--- config.mk ---
export PLATFORM = sky130hd
export DESIGN_NAME = websocket_frame_parser
export DESIGN_NICKNAME = d
export VERILOG_FILES = /design/src/hw/rtl/wsfp_pkg.sv /design/src/hw/rtl/wsfp_parse.sv /design/src/hw/rtl/websocket_frame_parser.sv
export SDC_FILE = /design/constraint.sdc
export NUM_CORES = 1
export LEC_CHECK = 0
export BUFFER_PORTS_ARGS = -buffer_cell sky130_fd_sc_hd__buf_2
export CAP_MARGIN = 20
export CORE_MARGIN = 4
export CORE_UTILIZATION = 45
export DETAILED_ROUTE_END_ITERATION = 10
export GPL_ROUTABILITY_DRIVEN = 0
export GPL_TIMING_DRIVEN = 0
export REMOVE_ABC_BUFFERS = 1
export SYNTH_ARGS = -nofsm -noshare
export SYNTH_HDL_FRONTEND = slang
export SYNTH_SLANG_ARGS = --single-unit
--- constraint.sdc ---
create_clock -name clk_i -period 7.4 [get_ports clk_i]
set_input_delay 0.74 -clock clk_i [delete_from_list [all_inputs] [get_ports clk_i]]
set_output_delay 0.74 -clock clk_i [all_outputs]
set_load 0.01 [all_outputs]
--- src/hw/rtl/wsfp_pkg.sv ---
// shared types and constants for the websocket frame parser
package wsfp_pkg;

  typedef enum logic [2:0] {
    PH_FIRST   = 3'd0,
    PH_SECOND  = 3'd1,
    PH_EXTLEN  = 3'd2,
    PH_KEY     = 3'd3,
    PH_PAYLOAD = 3'd4
  } phase_e;

  typedef enum logic [1:0] {
    KIND_HEADER  = 2'd0,
    KIND_PAYLOAD = 2'd1,
    KIND_ERROR   = 2'd2
  } kind_e;

  localparam int unsigned LenW = 63;

  localparam logic [6:0] LEN_CODE_16 = 7'd126;
  localparam logic [6:0] LEN_CODE_64 = 7'd127;

  localparam logic [3:0] BYTES_LEN_16 = 4'd2;
  localparam logic [3:0] BYTES_LEN_64 = 4'd8;
  localparam logic [3:0] BYTES_KEY    = 4'd4;

  localparam logic [3:0] OP_CONT   = 4'h0;
  localparam logic [3:0] OP_TEXT   = 4'h1;
  localparam logic [3:0] OP_BINARY = 4'h2;
  localparam logic [3:0] OP_CLOSE  = 4'h8;
  localparam logic [3:0] OP_PING   = 4'h9;
  localparam logic [3:0] OP_PONG   = 4'hA;

  typedef struct packed {
    kind_e             kind;
    logic [7:0]        data_byte;
    logic              fin;
    logic [2:0]        rsv;
    logic [3:0]        opcode;
    logic              mask;
    logic [LenW-1:0]   len;
    logic              last;
  } res_t;

  function automatic logic opcode_known(logic [3:0] op);
    return (op == OP_CONT) || (op == OP_TEXT) || (op == OP_BINARY) ||
           (op == OP_CLOSE) || (op == OP_PING) || (op == OP_PONG);
  endfunction

endpackage

--- src/hw/rtl/wsfp_parse.sv ---
// parser state and per-byte decode of header, key and payload
module wsfp_parse
  import wsfp_pkg::*;
(
  input  logic       clk_i,
  input  logic       rst_ni,
  input  logic       step_i,
  input  logic [7:0] byte_i,
  output logic       res_valid_o,
  output res_t       res_o
);

  phase_e            phase_q, phase_d;
  logic [7:0]        fhb_q, fhb_d;
  logic              mask_q, mask_d;
  logic [3:0]        cnt_q, cnt_d;
  logic [LenW-1:0]   len_q, len_d;
  logic [31:0]       key_q, key_d;
  logic [LenW-1:0]   rcnt_q, rcnt_d;

  logic [6:0]        code;
  logic [3:0]        cnt_dec;
  logic [LenW-1:0]   len_shift;
  logic [LenW-1:0]   rcnt_inc;
  logic              pay_last;
  logic [7:0]        key_byte;
  logic [LenW-1:0]   hdr_len;

  // shared decode terms
  always_comb begin
    code      = byte_i[6:0];
    cnt_dec   = cnt_q - 4'd1;
    len_shift = {len_q[LenW-9:0], byte_i};
    rcnt_inc  = rcnt_q + {{(LenW-1){1'b0}}, 1'b1};
    pay_last  = (rcnt_inc >= len_q);
    unique case (rcnt_q[1:0])
      2'd0:    key_byte = key_q[31:24];
      2'd1:    key_byte = key_q[23:16];
      2'd2:    key_byte = key_q[15:8];
      default: key_byte = key_q[7:0];
    endcase
    unique case (phase_q)
      PH_SECOND: hdr_len = {{(LenW-7){1'b0}}, code};
      PH_EXTLEN: hdr_len = len_shift;
      default:   hdr_len = len_q;
    endcase
  end

  // next phase
  always_comb begin
    phase_d = phase_q;
    unique case (phase_q)
      PH_SECOND: begin
        if ((code == LEN_CODE_16) || (code == LEN_CODE_64)) begin
          phase_d = PH_EXTLEN;
        end else if (byte_i[7]) begin
          phase_d = PH_KEY;
        end else begin
          phase_d = (hdr_len == '0) ? PH_FIRST : PH_PAYLOAD;
        end
      end
      PH_EXTLEN: begin
        if (cnt_dec != 4'd0) begin
          phase_d = PH_EXTLEN;
        end else if (mask_q) begin
          phase_d = PH_KEY;
        end else begin
          phase_d = (hdr_len == '0) ? PH_FIRST : PH_PAYLOAD;
        end
      end
      PH_KEY: begin
        if (cnt_dec != 4'd0) begin
          phase_d = PH_KEY;
        end else begin
          phase_d = (hdr_len == '0) ? PH_FIRST : PH_PAYLOAD;
        end
      end
      PH_PAYLOAD: begin
        phase_d = pay_last ? PH_FIRST : PH_PAYLOAD;
      end
      default: begin
        phase_d = opcode_known(byte_i[3:0]) ? PH_SECOND : PH_FIRST;
      end
    endcase
  end

  // datapath updates and result
  always_comb begin
    fhb_d  = fhb_q;
    mask_d = mask_q;
    cnt_d  = cnt_q;
    len_d  = len_q;
    key_d  = key_q;
    rcnt_d = rcnt_q;

    res_valid_o     = 1'b0;
    res_o.kind      = KIND_HEADER;
    res_o.data_byte = 8'd0;
    res_o.fin       = fhb_q[7];
    res_o.rsv       = fhb_q[6:4];
    res_o.opcode    = fhb_q[3:0];
    res_o.mask      = mask_q;
    res_o.len       = hdr_len;
    res_o.last      = (hdr_len == '0);

    unique case (phase_q)
      PH_SECOND: begin
        mask_d = byte_i[7];
        res_o.mask = byte_i[7];
        if (code == LEN_CODE_16) begin
          len_d = '0;
          cnt_d = BYTES_LEN_16;
        end else if (code == LEN_CODE_64) begin
          len_d = '0;
          cnt_d = BYTES_LEN_64;
        end else begin
          len_d = hdr_len;
          if (byte_i[7]) begin
            cnt_d = BYTES_KEY;
          end else begin
            rcnt_d      = '0;
            res_valid_o = 1'b1;
          end
        end
      end
      PH_EXTLEN: begin
        len_d = len_shift;
        cnt_d = cnt_dec;
        if (cnt_dec == 4'd0) begin
          if (mask_q) begin
            cnt_d = BYTES_KEY;
          end else begin
            rcnt_d      = '0;
            res_valid_o = 1'b1;
          end
        end
      end
      PH_KEY: begin
        key_d = {key_q[23:0], byte_i};
        cnt_d = cnt_dec;
        if (cnt_dec == 4'd0) begin
          rcnt_d      = '0;
          res_valid_o = 1'b1;
        end
      end
      PH_PAYLOAD: begin
        rcnt_d          = rcnt_inc;
        res_valid_o     = 1'b1;
        res_o.kind      = KIND_PAYLOAD;
        res_o.data_byte = mask_q ? (byte_i ^ key_byte) : byte_i;
        res_o.len       = len_q;
        res_o.last      = pay_last;
      end
      default: begin
        fhb_d = byte_i;
        if (!opcode_known(byte_i[3:0])) begin
          res_valid_o  = 1'b1;
          res_o.kind   = KIND_ERROR;
          res_o.fin    = byte_i[7];
          res_o.rsv    = byte_i[6:4];
          res_o.opcode = byte_i[3:0];
          res_o.mask   = 1'b0;
          res_o.len    = '0;
          res_o.last   = 1'b0;
        end
      end
    endcase
  end

  always_ff @(posedge clk_i or negedge rst_ni) begin
    if (!rst_ni) begin
      phase_q <= PH_FIRST;
      fhb_q   <= 8'd0;
      mask_q  <= 1'b0;
      cnt_q   <= 4'd0;
      len_q   <= '0;
      key_q   <= 32'd0;
      rcnt_q  <= '0;
    end else if (step_i) begin
      phase_q <= phase_d;
      fhb_q   <= fhb_d;
      mask_q  <= mask_d;
      cnt_q   <= cnt_d;
      len_q   <= len_d;
      key_q   <= key_d;
      rcnt_q  <= rcnt_d;
    end
  end

  a_payload_in_phase: assert property (@(posedge clk_i) disable iff (!rst_ni)
    (step_i && res_valid_o && (res_o.kind == KIND_PAYLOAD)) |-> (phase_q == PH_PAYLOAD))
    else $error("payload result outside payload phase");

  a_error_restarts: assert property (@(posedge clk_i) disable iff (!rst_ni)
    (step_i && res_valid_o && (res_o.kind == KIND_ERROR)) |=> (phase_q == PH_FIRST))
    else $error("error result did not return to header wait");

  a_key_done_header: assert property (@(posedge clk_i) disable iff (!rst_ni)
    (step_i && (phase_q == PH_KEY) && (cnt_q == 4'd1)) |-> res_valid_o)
    else $error("last key byte gave no header result");

  a_last_restarts: assert property (@(posedge clk_i) disable iff (!rst_ni)
    (step_i && res_valid_o && (res_o.kind == KIND_PAYLOAD) && res_o.last)
      |=> (phase_q == PH_FIRST))
    else $error("frame end did not return to header wait");

endmodule

--- src/hw/rtl/websocket_frame_parser.sv ---
// top level: input register, frame parser and result register
// Takes one byte of a WebSocket stream per cycle and sustains one byte per cycle when
// the result side does not stall. An accepted byte waits in the input register while
// the parser decodes it against its running state (phase, first header byte, extended
// length, masking key, payload count), and any result is written to the output register
// when the parser steps. The single parser stage sets the rate; a held result stalls the
// input register, which stalls the input side.
module websocket_frame_parser
  import wsfp_pkg::*;
(
  input  logic                clk_i,
  input  logic                rst_ni,
  input  logic                in_valid_i,
  output logic                in_stall_o,
  input  logic [7:0]          stream_byte_i,
  output logic                out_valid_o,
  input  logic                out_stall_i,
  output logic [1:0]          kind_o,
  output logic [7:0]          data_byte_o,
  output logic                final_flag_o,
  output logic [2:0]          reserved_bits_o,
  output logic [3:0]          frame_opcode_o,
  output logic                mask_flag_o,
  output logic [LenW-1:0]     frame_length_o,
  output logic                frame_end_o
);

  logic       in_valid_q;
  logic [7:0] in_byte_q;
  logic       out_valid_q;
  res_t       out_q;

  logic       advance;
  logic       step;
  logic       res_valid;
  res_t       res;

  assign advance    = !out_valid_q || !out_stall_i;
  assign step       = in_valid_q && advance;
  assign in_stall_o = in_valid_q && !advance;

  wsfp_parse u_parse (
    .clk_i       (clk_i),
    .rst_ni      (rst_ni),
    .step_i      (step),
    .byte_i      (in_byte_q),
    .res_valid_o (res_valid),
    .res_o       (res)
  );

  always_ff @(posedge clk_i or negedge rst_ni) begin
    if (!rst_ni) begin
      in_valid_q <= 1'b0;
    end else if (!in_stall_o) begin
      in_valid_q <= in_valid_i;
    end
  end

  always_ff @(posedge clk_i) begin
    if (!in_stall_o && in_valid_i) begin
      in_byte_q <= stream_byte_i;
    end
  end

  always_ff @(posedge clk_i or negedge rst_ni) begin
    if (!rst_ni) begin
      out_valid_q <= 1'b0;
    end else if (advance) begin
      out_valid_q <= step && res_valid;
    end
  end

  always_ff @(posedge clk_i) begin
    if (step && res_valid) begin
      out_q <= res;
    end
  end

  assign out_valid_o     = out_valid_q;
  assign kind_o          = out_q.kind;
  assign data_byte_o     = out_q.data_byte;
  assign final_flag_o    = out_q.fin;
  assign reserved_bits_o = out_q.rsv;
  assign frame_opcode_o  = out_q.opcode;
  assign mask_flag_o     = out_q.mask;
  assign frame_length_o  = out_q.len;
  assign frame_end_o     = out_q.last;

  a_no_drop: assert property (@(posedge clk_i) disable iff (!rst_ni)
    (out_valid_q && out_stall_i) |=> out_valid_q)
    else $error("stalled result was dropped");

  a_step_gated: assert property (@(posedge clk_i) disable iff (!rst_ni)
    step |-> (!out_valid_q || !out_stall_i))
    else $error("parser advanced while result held");

  a_result_loads: assert property (@(posedge clk_i) disable iff (!rst_ni)
    (step && res_valid) |=> out_valid_q)
    else $error("parser result not registered");

endmodule
Yosys cells after proc, flatten, opt, wreduce, memory -nomap -nowiden
Cells that the tools add are included.
- register bits: 267
- input port bits: 12
- output and inout bits: 85
- word-level logic and storage cells: 117
- $add $sub $neg: 2
- magnitude comparators: 1
- equal/unequal tests: 20
- muxes and demuxes: 42
- bitwise logic cells: 2
- reductions and logical operators: 32
- operator list (operator ; count):
    63-bit two-way mux ; 8
    63-bit one-hot mux with 2 select lines ; 2
    63-bit one-hot mux with 4 select lines ; 1
    64-bit one-hot mux with 2 select lines ; 1
    73-bit two-way mux ; 1
    63-bit by 1-bit adder with 63-bit output, second input constant ; 1
    63-bit >= comparator ; 1
    63-bit zero test ; 1
    8-bit one-hot mux with 3 select lines ; 1
    3-bit two-way mux ; 7
    4-bit two-way mux ; 5
    8-bit two-way mux ; 2
    7-bit equality test, second input constant ; 2
    4-bit equality test, second input constant ; 3
    3-bit one-hot mux with 4 select lines ; 1
    4-bit one-hot mux with 3 select lines ; 1
    4-bit zero test ; 2
    1-bit two-way mux ; 8
    2-bit inequality test, second input constant ; 4
    2-bit AND reduction ; 4
    8-bit AND reduction ; 1
    4-bit nonzero test ; 2
    8-bit XOR ; 1
    1-bit logical OR ; 7
    23 further kinds ; 32

Longest topological paths before layout
Gate-level depths: netlist of the first run.
- depth after elaboration: 9
- mapped depth: 16

Hierarchy
Synthesis of the first run repeated with hierarchy kept, for this count alone.
- cell total of the unflattened synthesis: 1427
- area total of the unflattened synthesis: 14226.1 µm²
- by module, submodules not included (module ; times used ; cells an instance ; area an instance (µm²)):
    wsfp_parse ; 1 ; 1325 ; 11394.7
    websocket_frame_parser ; 1 ; 102 ; 2831.5

Worst setup path after synthesis of the first run
Ideal clock, no wire load.
- path kind: reg2reg
- from: reg u_parse.cnt_q[0]
- to: reg out_q (netlist bit data_byte_o[0]), enable pin
- arrival: 5.398 ns
- data required time: 6.847 ns
- path slack: 1.449 ns
- cell stages (with the launch flop): 8
- buffers on the path: 0
- period minus slack after synthesis: 5.951 ns
- cell sequence: dfrtp_1 inv_1 ha_1 xnor2_1 nand2_1 o32ai_1 o21ai_0 a21oi_1
- cells in the longest elaborated chain, start to end: 5
- elaborated cells between the ends (all ways): 6
- those cells by class: 1 x add/sub; 3 x mux; 2 x reduce/logical
- RTL lines (item ; RTL line ; RTL):
    start, declared ; wsfp_parse.sv:16 ; logic [3:0] cnt_q, cnt_d;
    start signal, assigned ; wsfp_parse.sv:183 ; cnt_q <= cnt_d;
    4-bit by 1-bit subtractor with 4-bit output * ; wsfp_parse.sv:32 ; cnt_dec = cnt_q - 4'd1;
    4-bit zero test * ; wsfp_parse.sv:129, wsfp_parse.sv:141 ;
    1-bit two-way mux, on equally long branches ; wsfp_parse.sv:141, wsfp_parse.sv:129 ;
    1-bit one-hot mux with 4 select lines * ; wsfp_parse.sv:106 ; unique case (phase_q)
    1-bit logical AND * ; websocket_frame_parser.sv:74 ; if (step && res_valid) begin
    end signal, assigned ; websocket_frame_parser.sv:75 ; out_q <= res;
    end, declared ; websocket_frame_parser.sv:31 ; res_t out_q;
Mark *: on every way between the ends. The rest lies on a longest branch, timed or not.
A chain may end at the register's enable or synchronous reset.

==> results of run 1 <==
==> final cells by class <==
type | instances | area share (%)
Inverter | 83 | 1.917
Sequential cell | 267 | 43.92
Clock buffer | 39 | 5.337
Timing Repair Buffer | 105 | 4.328
Tap cell | 396 | 3.049
Multi-Input combinational cell | 972 | 40.05
Clock inverter | 17 | 1.394
==> cells by family (layout without fill, tap and decap cells) <==
group / after synthesis / after routing
simple gates: 448 / 448
compound gates: 324 / 324
flops: 267 / 267
buf+inv: 167 / 244
xor+xnor: 72 / 72
fa+ha+maj: 69 / 69
mux: 59 / 59
==> sequential cells by signal, summed over array words and instances (netlist names) <==
| signal | cells |
|---|---|
| data_byte_o | 8 |
| final_flag_o | 1 |
| frame_end_o | 1 |
| frame_length_o | 63 |
| frame_opcode_o | 4 |
| in_byte_q | 8 |
| in_valid_q | 1 |
| kind_o | 2 |
| mask_flag_o | 1 |
| out_valid_o | 1 |
| reserved_bits_o | 3 |
| u_parse.cnt_q | 4 |
| u_parse.fhb_q | 8 |
| u_parse.key_q | 32 |
| u_parse.len_q | 63 |
| u_parse.mask_q | 1 |
| u_parse.phase_q | 3 |
| u_parse.rcnt_q | 63 |
==> stage by stage <==
stage	hold slack (ps)	worst slack [ps]	utilization, %	power [uW]	std cells
CTS	169.9	2447	52.57	5870	1879
global placement	452.3	-1391	48.12	4134	1814
global route	169.0	2188	52.57	6163	1879
floorplan	438.7	1421	-	3455	1322
detailed placement	476.8	2486	49.03	4227	1823
finish	137.5	2384	52.57	5821	1879
==> layout by cell type, fill, tap and decap left out, types with 45 or more instances in the layout <==
cell / instances
ha_1: 69
o21ai_0: 123
inv_1: 81
nand2_1: 210
buf_2: 95
nand3_1: 45
nor2_1: 66
o31ai_1: 47
dfrtp_1: 176
edfxtp_1: 91
==> worst min-delay path by stage <==
stage	cells after the start	to	from	slack (ps)
final	1	u_parse.cnt_q[2]	rst_ni	140
after CTS	1	u_parse.rcnt_q[31]	rst_ni	170
after detailed placement	2	u_parse.rcnt_q[11]	u_parse.rcnt_q[11]	480
after floorplan	0	in_valid_q	rst_ni	440
after global routing	1	u_parse.len_q[62]	rst_ni	170
after global placement	2	u_parse.rcnt_q[11]	u_parse.rcnt_q[11]	450
==> worst max-delay path, cell delays in order (launching register included) <==
cell,delay [ps]
dfrtp_1,480
ha_1,280
nand2_1,170
nor4_4,400
nand4_1,420
nor2_1,340
nand3_1,170
xnor2_1,160
ha_1,290
a21o_1,170
a221o_1,330
a221oi_1,430
o21ai_0,240
o31ai_1,370
a21oi_1,170
a22o_1,330
==> cells in the mapped netlist (all sizes together), types with 3 or more instances <==
library cell  instances  area share [%]
nand2               215             5.7
xnor2                36             2.2
and2                  6            0.26
a31oi                10            0.44
o31ai                48             2.6
nand2b                3            0.13
nor2b                 4            0.18
mux2                 44             3.5
a21o                 10            0.53
ha                   69             6.0
o21ai               128             4.5
or3                   3            0.13
a32oi                 3            0.18
nor4                 25             1.5
clkbuf               65             1.8
dfrtp               176              31
nor3                 23             1.0
inv                  82             2.2
xor2                 36             2.2
edfxtp               91              19
and4                  7            0.43
o211ai               11            0.58
nor2                 71             2.0
nand3                50             1.9
a22o                 44             2.7
buf                  19            0.85
a222oi                8            0.56
nand4                22             1.3
a21oi                42             1.5
a211oi                3            0.16
mux2i                15             1.1
and3                 15            0.67
==> per-layer routing <==
metal	track usage (%)	up-vias	wire [microns]
li1	-	5158	-
met3	3.264	57	2166
met2	32.57	315	16250
met4	5.392	0	936
met5	0	-	0
met1	31.16	5266	17270
==> where the power goes <==
group | switching, uW | internal, uW | leakage [uW]
clock network | 620 | 1000 | 0.000537
registers | 303 | 1960 | 0.00319
logic | 1220 | 710 | 0.00334
total | 2150 | 3670 | 0.00707
==> flow_summary.yaml, run 1 <==
run_status:
  outcome: "finished clean"
grt:
  grt_pass1_wl_mm: 58.46
  grt_antenna_before_repair: 0
  grt_start_max_net_pins: 110
  overflow: 0
  first_global_vias: 10500
  grt_usage_pct: 21.04
floorplan:
  pin_count: 97
  die_x_microns: 186.1
  fp.coreArea_sq_um: 30910
  initial_core_util_pct: 46.19
  die_area_sq_um: 34640
  die_height_microns: 186.1
  row_count: 64
worst_hold_path:
  hp-class: "in -> async"
cts:
  clk_latency_ps: 550
  cts_setup_buffers: 0
  cts_hold_repair.buffers: 0
  cts_resized: 0
  cts_made_buffers: 30
  clkTransAtPathRegs_ps: 70
  htree_levels: 1
  cts_root_buf: "clkbuf_16"
  cts_buffer_depth: 3
  cts_tree: "yes"
  clock-sinks: 267
setup_path:
  worstReg2RegEnd: "frame_end_o"
  worstPathMaxFanout: 7
  required_ps: 7680
  reg2reg_depth: 15
  worstReg2RegStart: "u_parse.rcnt_q[0]"
  cp-start-kind: "flip-flop"
  critPathArrivalTime_ps: 5300
  setup.worst_path.end: "frame_end_o"
  rrSetupSlack_ps: 2380
  crit_path_end_kind: "flip-flop"
  startpoint: "u_parse.rcnt_q[0]"
  crit_type: "reg -> reg"
power:
  cellLeakagePower_uw: 0.007074
  powerDensity_nw_per_um2: 358.3
  irDropWorstVdd_v: 0.0002857
synthesis:
  synth-async-reset-ratio_pct: 65.92
  syn_area_sq_um: 14280
  synth_warnings: 0
  synth-xor-area-share_pct: 4.417
  synth_area_per_cell_sq_um: 10.15
  synth_fa_ha_area_share_pct: 6.047
  synth_compound_area_share_pct: 14.74
  synth_top_family_by_area: "simple AND/OR/NAND/NOR gates"
  synthMuxAreaShare_pct: 4.522
  ys_types: 70
  synth_simple_gate_area_share_pct: 15.45
  synthCells: 1406
  synth_edf_count: 91
  ys_ff_latch: 267
  seq_area_frac_synth_pct: 49.99
  synth_ff_type: "dfrtp_1"
sta:
  worst_pin_slew_ps: 1144
  finClkSkew_ps: 13.30
  setup_violations: 0
  tns_ps: 0
  rsz0062_at_grt: "no"
  hold_viol_final: 0
  fin_crit_sh_pct: 67.79
  slew_headroom_pct: 23.58
  fmaxAchievable_ghz: 0.1994
  drv_slew: 0
  period_minus_slack_ps: 5016
finish:
  area_delta_synth_final_pct: 13.80
  area.sequential_sq_um: 7137
  drive_above_1_share_pct: 16.18
  nets: 1540
  multi_input_area_sq_um: 6507
  fillers: 2771
  fin_area_sq_um: 16250
  n_antenna_cell: 0
route:
  drtIter0Drc: 1067
  dr.pass1.iters: 5
  viasPerCell: 5.746
  route.final.wire_length_mm: 36.62
  vias: 10800
  wire_per_inst_microns: 19.49
  route.antenna.remaining_nets: 0
  drc: 0
placed_design:
  placed_area_sq_um: 15150
  io_buffer_count: 96
  dpl.hpwl_mm: 24.43
job:
  cap_violations: 0
No activity file was read; power rests on OpenSTA's default activity.
==> run 2, diff against run 1 <==
--- a/config.mk
+++ b/config.mk
@@ -5,6 +5,7 @@
 export SDC_FILE = /design/constraint.sdc
 export NUM_CORES = 1
 export LEC_CHECK = 0
+export ABC_AREA = 1
 export BUFFER_PORTS_ARGS = -buffer_cell sky130_fd_sc_hd__buf_2
 export CAP_MARGIN = 20
 export CORE_MARGIN = 4
==> constraint.sdc (replaced) <==
create_clock -name clk_i -period 4.36 [get_ports clk_i]
set_input_delay 0.436 -clock clk_i [delete_from_list [all_inputs] [get_ports clk_i]]
set_output_delay 0.436 -clock clk_i [all_outputs]
set_load 0.01 [all_outputs]
==> flow_summary.yaml, run 2 <==
synthesis:
  synth_top_area_share_pct: 27.92
  synth_area_per_cell_sq_um: 8.098
  ys_types: 40
  seq_area_frac_synth_pct: 45.24
  synthCells: 1948
  synth_commonest_cells: "nand2_1 (451), inv_1 (275), o21ai_0 (234)"
  ys_ff_latch: 267
  synth_warnings: 0
  synth_ff_type: "dfrtp_1"
  synth_top_cell_by_area: "dfrtp_1"
  yosys-top-cells-area: "dfrtp_1 (28%), edfxtp_1 (17%), nand2_1 (11%)"
  synth.most_common_cell: "nand2_1"
  synth_edf_count: 91
  synth-async-reset-ratio_pct: 65.92
  syn_area_sq_um: 15780
sta:
  slew_headroom_pct: 27.16
  tns_ps: 0
  setup_violations: 0
  finClkSkew_ps: 10.41
  rsz0062_at_grt: "no"
  fmaxAchievable_ghz: 0.2485
  drv_slew: 0
  hold_viol_final: 0
  period_minus_slack_ps: 4024
  worst_pin_slew_ps: 1093
  fin_crit_sh_pct: 92.29
cts:
  cts_root_buf: "clkbuf_16"
  clk_latency_ps: 570
  htree_levels: 1
  cts_buffer_depth: 3
  clkTransAtPathRegs_ps: 60
  cts_tree: "yes"
  clock-sinks: 267
  cts_made_buffers: 31
power:
  cellLeakagePower_uw: 0.008389
  powerDensity_nw_per_um2: 671.6
  irDropWorstVdd_v: 0.0006092
  power.total_uw: 12020
grt:
  overflow: 0
  grt_usage_pct: 23.71
  grt_start_max_net_pins: 101
  grt_antenna_before_repair: 0
  grt_pass1_wl_mm: 72.92
  first_global_vias: 13060
route:
  top_layer: "met4"
  dr.pass1.iters: 6
  wl_met2_mm: 20.16
  wire_per_inst_microns: 18.56
  viasPerCell: 5.531
  route.antenna.remaining_nets: 0
  wl_met3_mm: 3.583
  wirelength_met1_mm: 21.17
  drc: 0
  vias: 13800
  route.final.wire_length_mm: 46.30
  drtIter0Drc: 1380
worst_hold_path:
  hold_path_depth: 1
  hp-class: "in -> reg"
finish:
  drive_above_1_share_pct: 13.09
  final_cell_mix: "nand2_1 (448), inv_1 (273), o21ai_0 (234), dfrtp_1 (175), nor2_1 (138)"
  fillers: 3277
  fin_area_sq_um: 17890
  area_delta_synth_final_pct: 13.41
  mostFrequentLayoutCell: "nand2_1"
  n_antenna_cell: 0
  instances_no_fill: 2494
  nets: 2095
  fin_util_pct: 51.79
placed_design:
  dpl.hpwl_mm: 33.12
  io_buffer_count: 96
  dp.cells: 2431
  placed_area_sq_um: 16720
setup_path:
  required_ps: 4630
  crit_type: "reg -> reg"
  reg2reg_depth: 23
  critPathArrivalTime_ps: 4300
  worstPathMaxFanout: 12
  crit_path_end_kind: "flip-flop"
  cp-start-kind: "flip-flop"
floorplan:
  die_height_microns: 195.2
  die_area_sq_um: 38110
  initial_core_util_pct: 45.67
  die_x_microns: 195.2
  pin_count: 97
  fp.coreArea_sq_um: 34540
  row_count: 68
run_status:
  outcome: "finished clean"
job:
  cap_violations: 0
==> run 2: cell types whose count changed after synthesis, sizes merged, moves of 16 or more <==
cell / delta
mux2: -20
clkbuf: -16
o21ai: +113
nand3: +62
nand2: +239
o22ai: +82
nor2: +75
xnor2: -34
nor4: -18
o31ai: -48
inv: +205
a22o: -44
==> run 2: path summary, 6_finish.rpt <==
kind / end / slack (ps) / start
max in group asynchronous: u_parse.len_q[29] / 2960 / rst_ni
max: frame_end_o / 340 / u_parse.rcnt_q[0]
min reg2reg: u_parse.fhb_q[1] / 490 / u_parse.fhb_q[1]
max reg2reg: frame_end_o / 340 / u_parse.rcnt_q[0]
min: in_byte_q[0] / 40 / stream_byte_i[0]
min in group asynchronous: u_parse.key_q[13] / 450 / rst_ni
==> run 2: through the flow <==
stage / setup WS (ps) / hold WS (ps)
3_5_place_dp: -775.2 / 474.0
2_1_floorplan: -901.6 / 140.4
6_report: 336.0 / 41.74
4_1_cts: 89.53 / 15.18
3_3_place_gp: -4156 / 466.5
5_1_grt: 58.47 / 23.28
==> run 2: logic make-up (layout without fill, tap and decap cells) <==
logic type / after synthesis / after routing / share of synthesized area, %
DFF: 267 / 267 / 45.24
xor gates and xnor gates: 44 / 44 / 2.491
AOI/OAI and AO/OA: 387 / 387 / 14.70
and+or+nand+nor: 793 / 793 / 21.32
muxes: 24 / 24 / 1.713
buffers and inverters: 364 / 455 / 9.058
adders and majority gates: 69 / 69 / 5.473
==> run 2: per-layer routing <==
metal | global-route usage (%) | up-vias
met4 | 7.189 | 0
met5 | 0 | -
li1 | - | 6587
met3 | 2.933 | 74
met2 | 36.03 | 534
met1 | 35.61 | 6600
==> run 2: where the power goes <==
group / switching (uW) / internal, uW / leakage (uW)
clock: 1090 / 1690 / 0.000539
combinational: 3490 / 1580 / 0.00465
sequential: 520 / 3640 / 0.00320
total: 5110 / 6910 / 0.00839
==> run 2: layout make-up <==
type,instances,area (sq um),share of cell area (%)
clock buffers,37,818.3,4.574
clock inverters,21,269.0,1.504
inverters,287,1087,6.077
multi-input cells,1317,7261,40.58
flip-flops and latches,267,7138,39.90
well taps,455,569.3,3.182
repair buffers,110,748.2,4.182
==> run 2: critical path: stages (launching register included) <==
cell	delay, ps
dfrtp_2	440
ha_4	260
nand2_1	120
nor2_4	170
nand2_2	120
nor2_4	150
nand3_2	140
nor3_4	290
nand2_2	120
nor2_2	180
xnor2_1	170
inv_1	90
ha_1	300
nand2_1	100
nor2_1	50
and2_1	210
nand3_1	90
nor2_1	60
nand2_1	70
nand3_1	60
nor2_1	220
nand2_1	140
nand2_1	80
o21ai_1	80
==> run 2: timing repair <==
action                                  4_1_cts  5_1_grt
hold endpoints to repair                     86        0
resized for setup                             5        3
hold buffers                                  1        0
buffers inserted                              0        3
endpoints found under the setup margin       59        2
==> run 3, diff against run 2 <==
--- a/config.mk
+++ b/config.mk
@@ -6,13 +6,15 @@
 export NUM_CORES = 1
 export LEC_CHECK = 0
 export ABC_AREA = 1
-export BUFFER_PORTS_ARGS = -buffer_cell sky130_fd_sc_hd__buf_2
+export BUFFER_PORTS_ARGS = -buffer_cell sky130_fd_sc_hd__clkbuf_2
 export CAP_MARGIN = 20
 export CORE_MARGIN = 4
 export CORE_UTILIZATION = 45
 export DETAILED_ROUTE_END_ITERATION = 10
 export GPL_ROUTABILITY_DRIVEN = 0
 export GPL_TIMING_DRIVEN = 0
+export HOLD_SLACK_MARGIN = 0.1
+export PLACE_DENSITY_LB_ADDON = 0.2
 export REMOVE_ABC_BUFFERS = 1
 export SYNTH_ARGS = -nofsm -noshare
 export SYNTH_HDL_FRONTEND = slang
==> flow_summary.yaml, run 3 (synthesis gave the netlist of run 2 again) <==
finish:
  nets: 2101
  final_cell_mix: "nand2_1 (448), inv_1 (273), o21ai_0 (234), dfrtp_1 (175), nor2_1 (140)"
  area_delta_synth_final_pct: 14.02
  n_antenna_cell: 0
  mostFrequentLayoutCell: "nand2_1"
  fin_area_sq_um: 17990
  drive_above_1_share_pct: 12.87
setup_path:
  path_cells: "ha_4 -> nand2_1 -> nor2_4 -> nand2_2 -> nor2_4 -> nand3_2 -> nor3_4 -> nand2_2 -> nor2_2 -> xnor2_1 -> inv_1 -> ha_1 -> nand2_1 -> nor2_1 -> and2_1 -> nand3_1 -> nor2_1 -> nand2_1 -> nand3_1 -> nor2_1 -> nand2_1 -> nand2_1 -> o21ai_1"
  required_ps: 4630
  crit_top_cell: "nand2_1"
  worstPathMaxFanout: 12
  crit_type: "reg -> reg"
  path_delay_family: "simple AND/OR/NAND/NOR gates"
  cp-start-kind: "flip-flop"
  crit_path_end_kind: "flip-flop"
  rrSetupSlack_ps: 320
  worstReg2RegStart: "u_parse.rcnt_q[0]"
  critPathArrivalTime_ps: 4310
  cp_slowest_cell: "dfrtp_2"
  cp_slowest_stage_delay_ps: 430
  reg2reg_depth: 23
  path_buf_inv: 1
  worstReg2RegEnd: "frame_end_o"
cts:
  clock-sinks: 267
  clk_latency_ps: 570
  cts_root_buf: "clkbuf_16"
  cts_buffer_depth: 3
  cts_made_buffers: 30
  cts_tree: "yes"
  htree_levels: 1
  clkTransAtPathRegs_ps: 60
route:
  dr.pass1.iters: 5
  drc: 0
  route.final.wire_length_mm: 46.07
  viasPerCell: 5.521
  route.antenna.remaining_nets: 0
  wire_per_inst_microns: 18.43
  drtIter0Drc: 1342
  vias: 13800
sta:
  hold_viol_final: 0
  period_minus_slack_ps: 4038
  rsz0062_at_grt: "no"
  holdWs_ps: 131.6
  worst_pin_slew_ps: 1153
  fmaxAchievable_ghz: 0.2477
  drv_slew: 0
  tns_ps: 0
  fin_crit_sh_pct: 92.60
  setup_violations: 0
  slew_headroom_pct: 23.17
  finClkSkew_ps: 12.28
placed_design:
  io_buffer_count: 96
  dpl.hpwl_mm: 33.05
  placed_area_sq_um: 16720
floorplan:
  pin_count: 97
  die_x_microns: 195.2
  initial_core_util_pct: 45.67
  fp.coreArea_sq_um: 34540
  die_height_microns: 195.2
  row_count: 68
  die_area_sq_um: 38110
grt:
  grt_antenna_before_repair: 0
  grt_start_max_net_pins: 101
  grt_pass1_wl_mm: 73.33
  first_global_vias: 13260
  overflow: 0
  grt_usage_pct: 23.70
power:
  powerDensity_nw_per_um2: 672.9
  power.total_uw: 12100
  irDropWorstVdd_v: 0.0004312
  cellLeakagePower_uw: 0.008417
worst_hold_path:
  hp-class: "in -> reg"
  hold_path_depth: 3
  hold_start: "out_stall_i"
  min_to: "out_valid_o"
run_status:
  outcome: "finished clean"
job:
  cap_violations: 0
[run 3: cell types whose count changed in the layout (fill, tap and decap cells not counted), moves of 4 or more]
cell           before  now
clkinvlp_4          1    5
buf_2              95    0
clkinv_2            9    3
clkbuf_2            0   95
dlygate4sd3_1       1   10
clkinv_4            1    5
[run 3: worst min-delay path: stages]
cell and delay, ps:
clkbuf_2 70, nand2_1 80, nand2_1 70
[run 3: metal layers]
| metal | routed length, microns | global-route usage (%) | up-vias |
|---|---|---|---|
| met5 | 0 | 0 | - |
| met4 | 1403 | 7.370 | 0 |
| met3 | 3250 | 2.364 | 85 |
| met2 | 20400 | 36.22 | 516 |
| met1 | 21010 | 35.74 | 6592 |
| li1 | - | - | 6605 |
[run 3: timing repair]
action,CTS,global route
buffers inserted,0,2
hold endpoints to repair,91,0
setup endpoints to repair,58,2
gates resized for setup,4,2
hold buffers,10,0
[run 3: how the worst max path moves through the flow]
stage / start / slack, ps / cells past startpoint / endpoint
floorplan: u_parse.phase_q[1] / -900 / 10 / u_parse.rcnt_q[0]
global route: u_parse.rcnt_q[0] / 20 / 26 / u_parse.phase_q[2]
finish: u_parse.rcnt_q[0] / 320 / 23 / frame_end_o
detailed placement: u_parse.phase_q[1] / -460 / 9 / u_parse.rcnt_q[7]
global placement: u_parse.phase_q[1] / -4170 / 9 / u_parse.rcnt_q[24]
CTS: u_parse.rcnt_q[0] / 60 / 26 / u_parse.phase_q[2]
[run 3: area by class of cell]
cell class              instances  area (sq um)
well taps                     455         569.3
repair buffers                117         809.5
clock buffers                  35         790.8
flip-flops and latches        267          7138
fillers                      3268         16560
inverters                     287          1087
multi-input cells            1317          7256
clock inverters                21         336.6
[run 3: where the power goes]
group / switching, uW / internal (uW) / leakage (uW) / total [uW]
Combinational: 3500 / 1560 / 0.00469 / 5050
Sequential: 531 / 3640 / 0.00320 / 4170
Clock: 1100 / 1780 / 0.000533 / 2880
[run 3: per-stage QoR]
step	setup WS, ps	cells	utilization [%]
2_1_floorplan	-901.6	1871	-
3_3_place_gp	-4170	2422	47.69
3_5_place_dp	-463.9	2431	48.41
4_1_cts	56.77	2497	52.00
5_1_grt	22.26	2499	52.07
6_report	322.4	2499	52.07
